<file path="config.mk">
export PLATFORM = sky130hd
export DESIGN_NAME = utf8_cyrillic_transliterator
export DESIGN_NICKNAME = d
export VERILOG_FILES = /design/src/sv/u8cyr_pkg.sv /design/src/sv/utf8_cyrillic_transliterator.sv
export SDC_FILE = /design/constraint.sdc
export NUM_CORES = 1
export LEC_CHECK = 0
export BUFFER_PORTS_ARGS = -buffer_cell sky130_fd_sc_hd__buf_2
export CORE_ASPECT_RATIO = 0.9
export CORE_MARGIN = 3
export CORE_UTILIZATION = 60
export DETAILED_ROUTE_END_ITERATION = 8
export GPL_ROUTABILITY_DRIVEN = 0
export HOLD_SLACK_MARGIN = 0.03
export PLACE_DENSITY = 0.79
export SLEW_MARGIN = 5
export SYNTH_ARGS = -nofsm -noshare
export SYNTH_HDL_FRONTEND = slang
export SYNTH_SLANG_ARGS = --single-unit
</file>
<file path="constraint.sdc">
create_clock -name clk_i -period 3.85 [get_ports clk_i]
set_input_delay 0.77 -clock clk_i [delete_from_list [all_inputs] [get_ports clk_i]]
set_output_delay 0.77 -clock clk_i [all_outputs]
set_load 0.05 [all_outputs]
</file>
<file path="src/sv/u8cyr_pkg.sv">
package u8cyr_pkg;

  // Lead-byte holding codes.
  localparam logic [1:0] PEND_NONE = 2'd0;
  localparam logic [1:0] PEND_D0   = 2'd1;
  localparam logic [1:0] PEND_D1   = 2'd2;

  // Two of the UTF-8 lead bytes of the Cyrillic block, and the continuation-byte tag.
  localparam logic [7:0] LEAD_LO    = 8'hD0;
  localparam logic [7:0] LEAD_HI    = 8'hD1;
  localparam logic [1:0] FOLLOW_TAG = 2'b10;

  localparam int unsigned MaxChars = 3;

  // A run of one to three output characters; chr[0] goes out first.
  typedef struct packed {
    logic [1:0]                 len;
    logic [MaxChars-1:0][7:0]   chr;
  } seq_t;

  function automatic seq_t mk_seq(input logic [1:0] n, input logic [7:0] a,
                                  input logic [7:0] b, input logic [7:0] c);
    seq_t s;
    s.len    = n;
    s.chr[0] = a;
    s.chr[1] = b;
    s.chr[2] = c;
    return s;
  endfunction

  // Latin spelling of one lead/follow pair. The row bit selects lead 0xD1,
  // the low six bits are the follow byte minus 0x80. Pairs not in the
  // table come back with zero length.
  function automatic seq_t map_pair(input logic row, input logic [5:0] idx);
    seq_t s;
    s = mk_seq(2'd0, 8'h00, 8'h00, 8'h00);
    case ({row, idx})
      7'h01: s = mk_seq(2'd2, "Y", "O", 8'h00);
      7'h10: s = mk_seq(2'd1, "A", 8'h00, 8'h00);
      7'h11: s = mk_seq(2'd1, "B", 8'h00, 8'h00);
      7'h12: s = mk_seq(2'd1, "V", 8'h00, 8'h00);
      7'h13: s = mk_seq(2'd1, "G", 8'h00, 8'h00);
      7'h14: s = mk_seq(2'd1, "D", 8'h00, 8'h00);
      7'h15: s = mk_seq(2'd1, "E", 8'h00, 8'h00);
      7'h16: s = mk_seq(2'd2, "Z", "H", 8'h00);
      7'h17: s = mk_seq(2'd1, "Z", 8'h00, 8'h00);
      7'h18: s = mk_seq(2'd1, "I", 8'h00, 8'h00);
      7'h19: s = mk_seq(2'd1, "Y", 8'h00, 8'h00);
      7'h1A: s = mk_seq(2'd1, "K", 8'h00, 8'h00);
      7'h1B: s = mk_seq(2'd1, "L", 8'h00, 8'h00);
      7'h1C: s = mk_seq(2'd1, "M", 8'h00, 8'h00);
      7'h1D: s = mk_seq(2'd1, "N", 8'h00, 8'h00);
      7'h1E: s = mk_seq(2'd1, "O", 8'h00, 8'h00);
      7'h1F: s = mk_seq(2'd1, "P", 8'h00, 8'h00);
      7'h20: s = mk_seq(2'd1, "R", 8'h00, 8'h00);
      7'h21: s = mk_seq(2'd1, "S", 8'h00, 8'h00);
      7'h22: s = mk_seq(2'd1, "T", 8'h00, 8'h00);
      7'h23: s = mk_seq(2'd1, "U", 8'h00, 8'h00);
      7'h24: s = mk_seq(2'd1, "F", 8'h00, 8'h00);
      7'h25: s = mk_seq(2'd1, "H", 8'h00, 8'h00);
      7'h26: s = mk_seq(2'd1, "C", 8'h00, 8'h00);
      7'h27: s = mk_seq(2'd2, "C", "H", 8'h00);
      7'h28: s = mk_seq(2'd2, "S", "H", 8'h00);
      7'h29: s = mk_seq(2'd3, "S", "C", "H");
      7'h2A: s = mk_seq(2'd1, "|", 8'h00, 8'h00);
      7'h2B: s = mk_seq(2'd1, "Y", 8'h00, 8'h00);
      7'h2C: s = mk_seq(2'd1, "/", 8'h00, 8'h00);
      7'h2D: s = mk_seq(2'd2, "E", "H", 8'h00);
      7'h2E: s = mk_seq(2'd2, "Y", "U", 8'h00);
      7'h2F: s = mk_seq(2'd2, "Y", "A", 8'h00);
      7'h30: s = mk_seq(2'd1, "a", 8'h00, 8'h00);
      7'h31: s = mk_seq(2'd1, "b", 8'h00, 8'h00);
      7'h32: s = mk_seq(2'd1, "v", 8'h00, 8'h00);
      7'h33: s = mk_seq(2'd1, "g", 8'h00, 8'h00);
      7'h34: s = mk_seq(2'd1, "d", 8'h00, 8'h00);
      7'h35: s = mk_seq(2'd1, "e", 8'h00, 8'h00);
      7'h36: s = mk_seq(2'd2, "z", "h", 8'h00);
      7'h37: s = mk_seq(2'd1, "z", 8'h00, 8'h00);
      7'h38: s = mk_seq(2'd1, "i", 8'h00, 8'h00);
      7'h39: s = mk_seq(2'd1, "y", 8'h00, 8'h00);
      7'h3A: s = mk_seq(2'd1, "k", 8'h00, 8'h00);
      7'h3B: s = mk_seq(2'd1, "l", 8'h00, 8'h00);
      7'h3C: s = mk_seq(2'd1, "m", 8'h00, 8'h00);
      7'h3D: s = mk_seq(2'd1, "n", 8'h00, 8'h00);
      7'h3E: s = mk_seq(2'd1, "o", 8'h00, 8'h00);
      7'h3F: s = mk_seq(2'd1, "p", 8'h00, 8'h00);
      7'h40: s = mk_seq(2'd1, "r", 8'h00, 8'h00);
      7'h41: s = mk_seq(2'd1, "s", 8'h00, 8'h00);
      7'h42: s = mk_seq(2'd1, "t", 8'h00, 8'h00);
      7'h43: s = mk_seq(2'd1, "u", 8'h00, 8'h00);
      7'h44: s = mk_seq(2'd1, "f", 8'h00, 8'h00);
      7'h45: s = mk_seq(2'd1, "h", 8'h00, 8'h00);
      7'h46: s = mk_seq(2'd1, "c", 8'h00, 8'h00);
      7'h47: s = mk_seq(2'd2, "c", "h", 8'h00);
      7'h48: s = mk_seq(2'd2, "s", "h", 8'h00);
      7'h49: s = mk_seq(2'd3, "s", "c", "h");
      7'h4A: s = mk_seq(2'd1, "|", 8'h00, 8'h00);
      7'h4B: s = mk_seq(2'd1, "y", 8'h00, 8'h00);
      7'h4C: s = mk_seq(2'd1, "/", 8'h00, 8'h00);
      7'h4D: s = mk_seq(2'd2, "e", "h", 8'h00);
      7'h4E: s = mk_seq(2'd2, "y", "u", 8'h00);
      7'h4F: s = mk_seq(2'd2, "y", "a", 8'h00);
      7'h51: s = mk_seq(2'd2, "y", "o", 8'h00);
      default: s = mk_seq(2'd0, 8'h00, 8'h00, 8'h00);
    endcase
    return s;
  endfunction

endpackage

</file>
<file path="src/sv/utf8_cyrillic_transliterator.sv">
// UTF-8 Cyrillic to Latin transliterator.
// Input channel (in_valid_i/in_ready_o/in_byte_i) takes one byte of a UTF-8
// stream per transfer. Output channel (out_valid_o/out_ready_i) delivers one
// character per transfer; out_last_o marks the final character of the run
// that one input byte causes.
// A lead byte 0xD0 or 0xD1 is held and produces nothing; the next byte is
// its follow byte, and the pair yields one to three Latin characters, or
// nothing for a byte without the follow tag or a pair not in the table.
// Any other byte passes through. An accepted byte goes through the input
// register and then the result register before its first character shows.
// Pass-through bytes move at one per cycle while the receiver takes every
// character; a pair spelling n characters holds the result register until
// all n are taken; the output port (one character per cycle) sets the rate.
// The input register keeps taking a byte while the result register still
// waits, and a byte held there moves on in the same cycle that the last
// character of the previous run is taken. When the receiver stalls, both
// registers fill and in_ready_o drops. Reset empties both registers and
// forgets any pending lead byte.
module utf8_cyrillic_transliterator (
  input  logic       clk_i,
  input  logic       rst_ni,
  input  logic       in_valid_i,
  output logic       in_ready_o,
  input  logic [7:0] in_byte_i,
  output logic       out_valid_o,
  input  logic       out_ready_i,
  output logic [7:0] out_char_o,
  output logic       out_last_o
);
  import u8cyr_pkg::*;

  logic       in_vld_q, in_vld_d;
  logic [7:0] in_byte_q;
  logic [1:0] pend_q, pend_d;
  logic       seq_vld_q, seq_vld_d;
  seq_t       seq_q, seq_d, seq_new;
  logic [1:0] seq_idx_q, seq_idx_d;
  logic       out_fire, out_done, advance;

  // Output handshake and the point where the result register frees up.
  assign out_fire = seq_vld_q && out_ready_i;
  assign out_done = out_fire && out_last_o;
  assign advance  = in_vld_q && (!seq_vld_q || out_done);
  assign in_ready_o = !in_vld_q || advance;

  // Decode the held byte against the pending lead.
  always_comb begin
    pend_d  = pend_q;
    seq_new = mk_seq(2'd0, 8'h00, 8'h00, 8'h00);
    if (pend_q == PEND_D0 || pend_q == PEND_D1) begin
      pend_d = PEND_NONE;
      if (in_byte_q[7:6] == FOLLOW_TAG) begin
        seq_new = map_pair(pend_q == PEND_D1, in_byte_q[5:0]);
      end
    end else if (in_byte_q == LEAD_LO) begin
      pend_d = PEND_D0;
    end else if (in_byte_q == LEAD_HI) begin
      pend_d = PEND_D1;
    end else begin
      pend_d  = PEND_NONE;
      seq_new = mk_seq(2'd1, in_byte_q, 8'h00, 8'h00);
    end
    if (!advance) begin
      pend_d = pend_q;
    end
  end

  // Input register control.
  always_comb begin
    in_vld_d = in_vld_q;
    if (in_valid_i && in_ready_o) begin
      in_vld_d = 1'b1;
    end else if (advance) begin
      in_vld_d = 1'b0;
    end
  end

  // Result register: load a new run or step through the current one.
  always_comb begin
    seq_vld_d = seq_vld_q;
    seq_d     = seq_q;
    seq_idx_d = seq_idx_q;
    if (advance) begin
      seq_vld_d = (seq_new.len != 2'd0);
      seq_d     = seq_new;
      seq_idx_d = 2'd0;
    end else if (out_done) begin
      seq_vld_d = 1'b0;
    end else if (out_fire) begin
      seq_idx_d = seq_idx_q + 2'd1;
    end
  end

  always_ff @(posedge clk_i or negedge rst_ni) begin
    if (!rst_ni) begin
      in_vld_q  <= 1'b0;
      pend_q    <= PEND_NONE;
      seq_vld_q <= 1'b0;
      seq_idx_q <= 2'd0;
    end else begin
      in_vld_q  <= in_vld_d;
      pend_q    <= pend_d;
      seq_vld_q <= seq_vld_d;
      seq_idx_q <= seq_idx_d;
    end
  end

  // Payload registers need no reset.
  always_ff @(posedge clk_i) begin
    if (in_valid_i && in_ready_o) begin
      in_byte_q <= in_byte_i;
    end
    seq_q <= seq_d;
  end

  assign out_valid_o = seq_vld_q;
  assign out_char_o  = seq_q.chr[seq_idx_q];
  assign out_last_o  = (seq_idx_q == seq_q.len - 2'd1);

  // The character index never runs past the end of the run.
  assert property (@(posedge clk_i) disable iff (!rst_ni)
    seq_vld_q |-> (seq_q.len != 2'd0 && seq_idx_q < seq_q.len))
    else $error("character index outside the loaded run");

  // The unused lead code never appears.
  assert property (@(posedge clk_i) disable iff (!rst_ni)
    pend_q != 2'd3)
    else $error("invalid pending lead code");

  // A taken character that is not the last leaves the run in place.
  assert property (@(posedge clk_i) disable iff (!rst_ni)
    (out_fire && !out_last_o) |=> (seq_vld_q && seq_idx_q == $past(seq_idx_q) + 2'd1))
    else $error("run lost before its last character");

  // A held byte is never dropped while the result register is busy.
  assert property (@(posedge clk_i) disable iff (!rst_ni)
    (in_vld_q && seq_vld_q && !out_done) |=> in_vld_q)
    else $error("held byte dropped during a stall");

endmodule
</file>
==> impl_results.md <==
* Result of the run: completed
* Warnings from Yosys at 0
* Number of flops mapped to enable cells by yosys at 26
* Total of buffers placed on input and output ports at 22
* Core Region at 3503 µm²
* Remaining routing DRC violations at 0
* Total wirelength of the detailed-routed design at 4826 µm
* Unrepaired setup endpoints after global routing: false
* Max Fclk at ~360 MHz
* Initial core utilization at 64.96%
* Number of DRC violations after detailed-routing iteration 0 at approximately 190
* Most frequent standard cell in the layout excluding fill and tap cells: sky130_fd_sc_hd__edfxtp_1
* Avg Inst Size Synth at between 9 and 10 µm²
* Critical path type: flop to output port
* WL met3 at 474 µm
* Half-perimeter wire length after detailed placement at 3402 µm
* Count of buffer and inverter cells on the critical path at 2
* Data required time at the worst endpoint at around 3.1 ns
* Clock transition time at the flip-flop clock pins of the worst setup and hold paths at around 0.060 ns
* Peak supply drop at ~370 µV
* Element type at the critical path end: output port
* Final Net Count at approximately 270
* Die boundary width at 70.92 µm
* Area of combinational cells with multiple inputs at between 1000 and 1500 µm²
* Top sig layer: met4
* Clk root buf: sky130_fd_sc_hd__clkbuf_8
* Startpoint type of the worst setup path: flop
* Share of the yosys chip area belonging to registers at about two fifths
* Total number of H-tree levels at 2
* Post-route core utilization at a little under three quarters
* Number of antenna violations at the first check in global routing at 0
* Post-synthesis instance area at around 2300 µm²
* Hold WC Path Type: primary input to asynchronous set/reset pin
* Period Utilization, post-route at 72.08%
* Total number of cells along the worst setup path at 6
* Min cycle time layout at 2.775 ns
* Pre-CTS WS at 1.392 ns
* Fillers at between 200 and 300
* Post-route antenna net violation count at 0
* Fin worst setup slack at around 1.1 ns
* Wire length of the first global-routing pass at 7976 µm
* Crit path from: seq_idx_q[0]$_DFFE_PN0P_
* Max Cap Viol at 0
* Cell area after placement at 2369 µm²
* Io pins at 23
* Post-synthesis cell type with the largest combined area: sky130_fd_sc_hd__edfxtp_1
* Synthesis-to-layout area growth at 9.621%
* Metal1 wirelength at around 2000 µm
* Family of cells with the greatest summed delay on the critical path: flip-flops
* Area share of the largest cell type after synthesis at around 34%
* Post-CTS setup buffer count at 0
* Max incr delay on CP at 0.72 ns
* CTS tree: built
* Total via count after detailed routing at roughly 1900
* CTS Buf Count at 5
* CP Max Fanout at 16
* Buffer levels on the longest clock path at 2
* Number of hold violations in the final report at 0
* Tot GR Track Use at 22.19%
* Async SR Flop Fraction at between 10% and 20%
* DR vias/cell at about 6.4
* Final Max Tran Viols at 0
* Cell count of the worst reg-to-reg path at 7
* Placement row count at 20
* Sink Count at 32
* Gate count of the mapped netlist at between 200 and 250
* Final cell area excluding filler cells at roughly 2500 µm²
* Final setup viols at 0
* Crit Reg-Reg Endpoint: seq_q[5]$_DFFE_PP_
* FF+latch count, synth at 32
* Antenna diode instance count at 0
* R2r startpoint: in_byte_q[1]$_DFFE_PP_
* Slowest CP cell: sky130_fd_sc_hd__dfrtp_1
* Tightest slew margin relative to the limit at 43.45%
* Register-to-Register Setup Slack at ~1.3 ns
* Die Y at about 64 µm
* Mapped Nets at between 200 and 300
* Crit path capture: in_ready_o
* Per-cell routed wire length at ~16 µm
* Final Skew at around 0.0048 ns
* Layout cell share with drive strength beyond 1 at between 10% and 20%
* 1st-pass router iterations at 7
* Dominant synthesized flop cell: sky130_fd_sc_hd__edfxtp_1
* DR WL met2 at ~2200 µm
* Netlist cell types at between 50 and 60
* Power density over the cells at 689.1 nW/µm²
* Commonest cells after routing, fill and taps aside: 26 x sky130_fd_sc_hd__edfxtp_1, 22 x sky130_fd_sc_hd__nor2_1, 22 x sky130_fd_sc_hd__buf_2
* Number of global-route vias before repair at between 1500 and 2000
* Critical path data arrival time at about 2 ns
* Register Area at just over 900 µm²
* Post-Route Setup TNS at 0 ns
* Pin count of the biggest net entering global routing at 31
* Worst skew pair latency at just under 0.3 ns
* Cell-by-cell trace of the critical path: nand2b_1 > mux2_2 > inv_1 > a21boi_1 > nand2_1 > buf_2
* Area enclosed by the die boundary at between 4000 and 5000 µm²
* Post-cts resize count at 0
* Cell types with the largest area share after synthesis: sky130_fd_sc_hd__edfxtp_1 34%, sky130_fd_sc_hd__dfrtp_1 6.6%, sky130_fd_sc_hd__ha_1 5.5%
* Slew at the pin closest to its max-slew limit at 0.8465 ns
* Leftover overflow at the end of global routing at 0
* Reported leakage power at roughly 1 nW
* Hold slack final at 0.2968 ns
* Number of hold buffers added after cts at 0
## layout make-up
type / count / area share [%]
multi-input combinational: 179 / 49.05
sequential: 32 / 37.31
timing repair buffer: 24 / 5.015
clock buffer: 7 / 3.862
tap: 44 / 2.207
inverter: 9 / 1.354
clock inverter: 1 / 1.204
## sequential cells by signal (all words and copies together) (netlist names)
register     count
out_valid_o      1
pend_q           2
in_byte_q        8
in_vld_q         1
seq_q           18
seq_idx_q        2
## worst reg2reg max path, stage by stage, from the launching register on
cell and delay [ns]:
sky130_fd_sc_hd__edfxtp_1 0.52, sky130_fd_sc_hd__inv_1 0.24, sky130_fd_sc_hd__ha_1 0.30, sky130_fd_sc_hd__or3b_2 0.54
sky130_fd_sc_hd__a21o_1 0.22, sky130_fd_sc_hd__a21oi_2 0.21, sky130_fd_sc_hd__a311oi_1 0.15, sky130_fd_sc_hd__a21oi_1 0.19
## routing by layer
metal | vias to the layer above | track usage, %
met3 | 13 | 6.357
met5 | - | 0
met4 | 0 | 7.512
met2 | 100 | 33.33
met1 | 861 | 30.85
li1 | 909 | -
## logic make-up after synthesis
kind of cell	share of synthesized area, %
mux	6.432
xor+xnor	0.7698
simple gates	20.45
fa+ha+maj	6.377
buf+inv	5.332
flops	40.90
compound gates	19.74
## where the power goes
part / total [mW] / leakage [nW] / internal (mW) / switching, mW
registers: 0.603 / 0.312 / 0.490 / 0.113
clock network: 0.347 / 0.0645 / 0.228 / 0.119
logic: 0.769 / 0.612 / 0.248 / 0.522
total: 1.72 / 0.989 / 0.966 / 0.753
## through the flow
stage                     cells  total power, mW
final                       296            1.719
after global routing        296            1.819
after CTS                   296            1.718
after detailed placement    288            1.370
after global placement      288            1.359
after floorplan             238            1.211
## cell usage after synthesis (all sizes together) (3+ instances only)
| cell | n |
|---|---|
| a21o | 3 |
| a21oi | 20 |
| a22o | 3 |
| a31oi | 3 |
| and2 | 4 |
| buf | 7 |
| clkbuf | 11 |
| dfrtp | 6 |
| edfxtp | 26 |
| ha | 10 |
| inv | 9 |
| mux2 | 3 |
| mux2i | 9 |
| nand2 | 12 |
| nand2b | 9 |
| nand3 | 5 |
| nand3b | 4 |
| nand4 | 4 |
| nor2 | 22 |
| nor2b | 6 |
| nor3 | 4 |
| nor3b | 3 |
| o211ai | 3 |
| o21ai | 12 |
| o21bai | 3 |
| o22ai | 5 |
| or3b | 3 |
## worst min-delay path by stage
| stage | startpoint | to | slack (ns) | depth (start not counted) |
|---|---|---|---|---|
| final | rst_ni | seq_idx_q[0]$_DFFE_PN0P_ | 0.30 | 1 |
| after global routing | rst_ni | seq_idx_q[0]$_DFFE_PN0P_ | 0.29 | 1 |
| after CTS | rst_ni | seq_idx_q[0]$_DFFE_PN0P_ | 0.30 | 1 |
| after floorplan | rst_ni | in_vld_q$_DFFE_PN0P_ | 0.47 | 0 |
| after detailed placement | pend_q[1]$_DFFE_PN0P_ | pend_q[1]$_DFFE_PN0P_ | 0.49 | 1 |
| after global placement | pend_q[1]$_DFFE_PN0P_ | pend_q[1]$_DFFE_PN0P_ | 0.48 | 1 |
(Power assumes the default switching activity.)
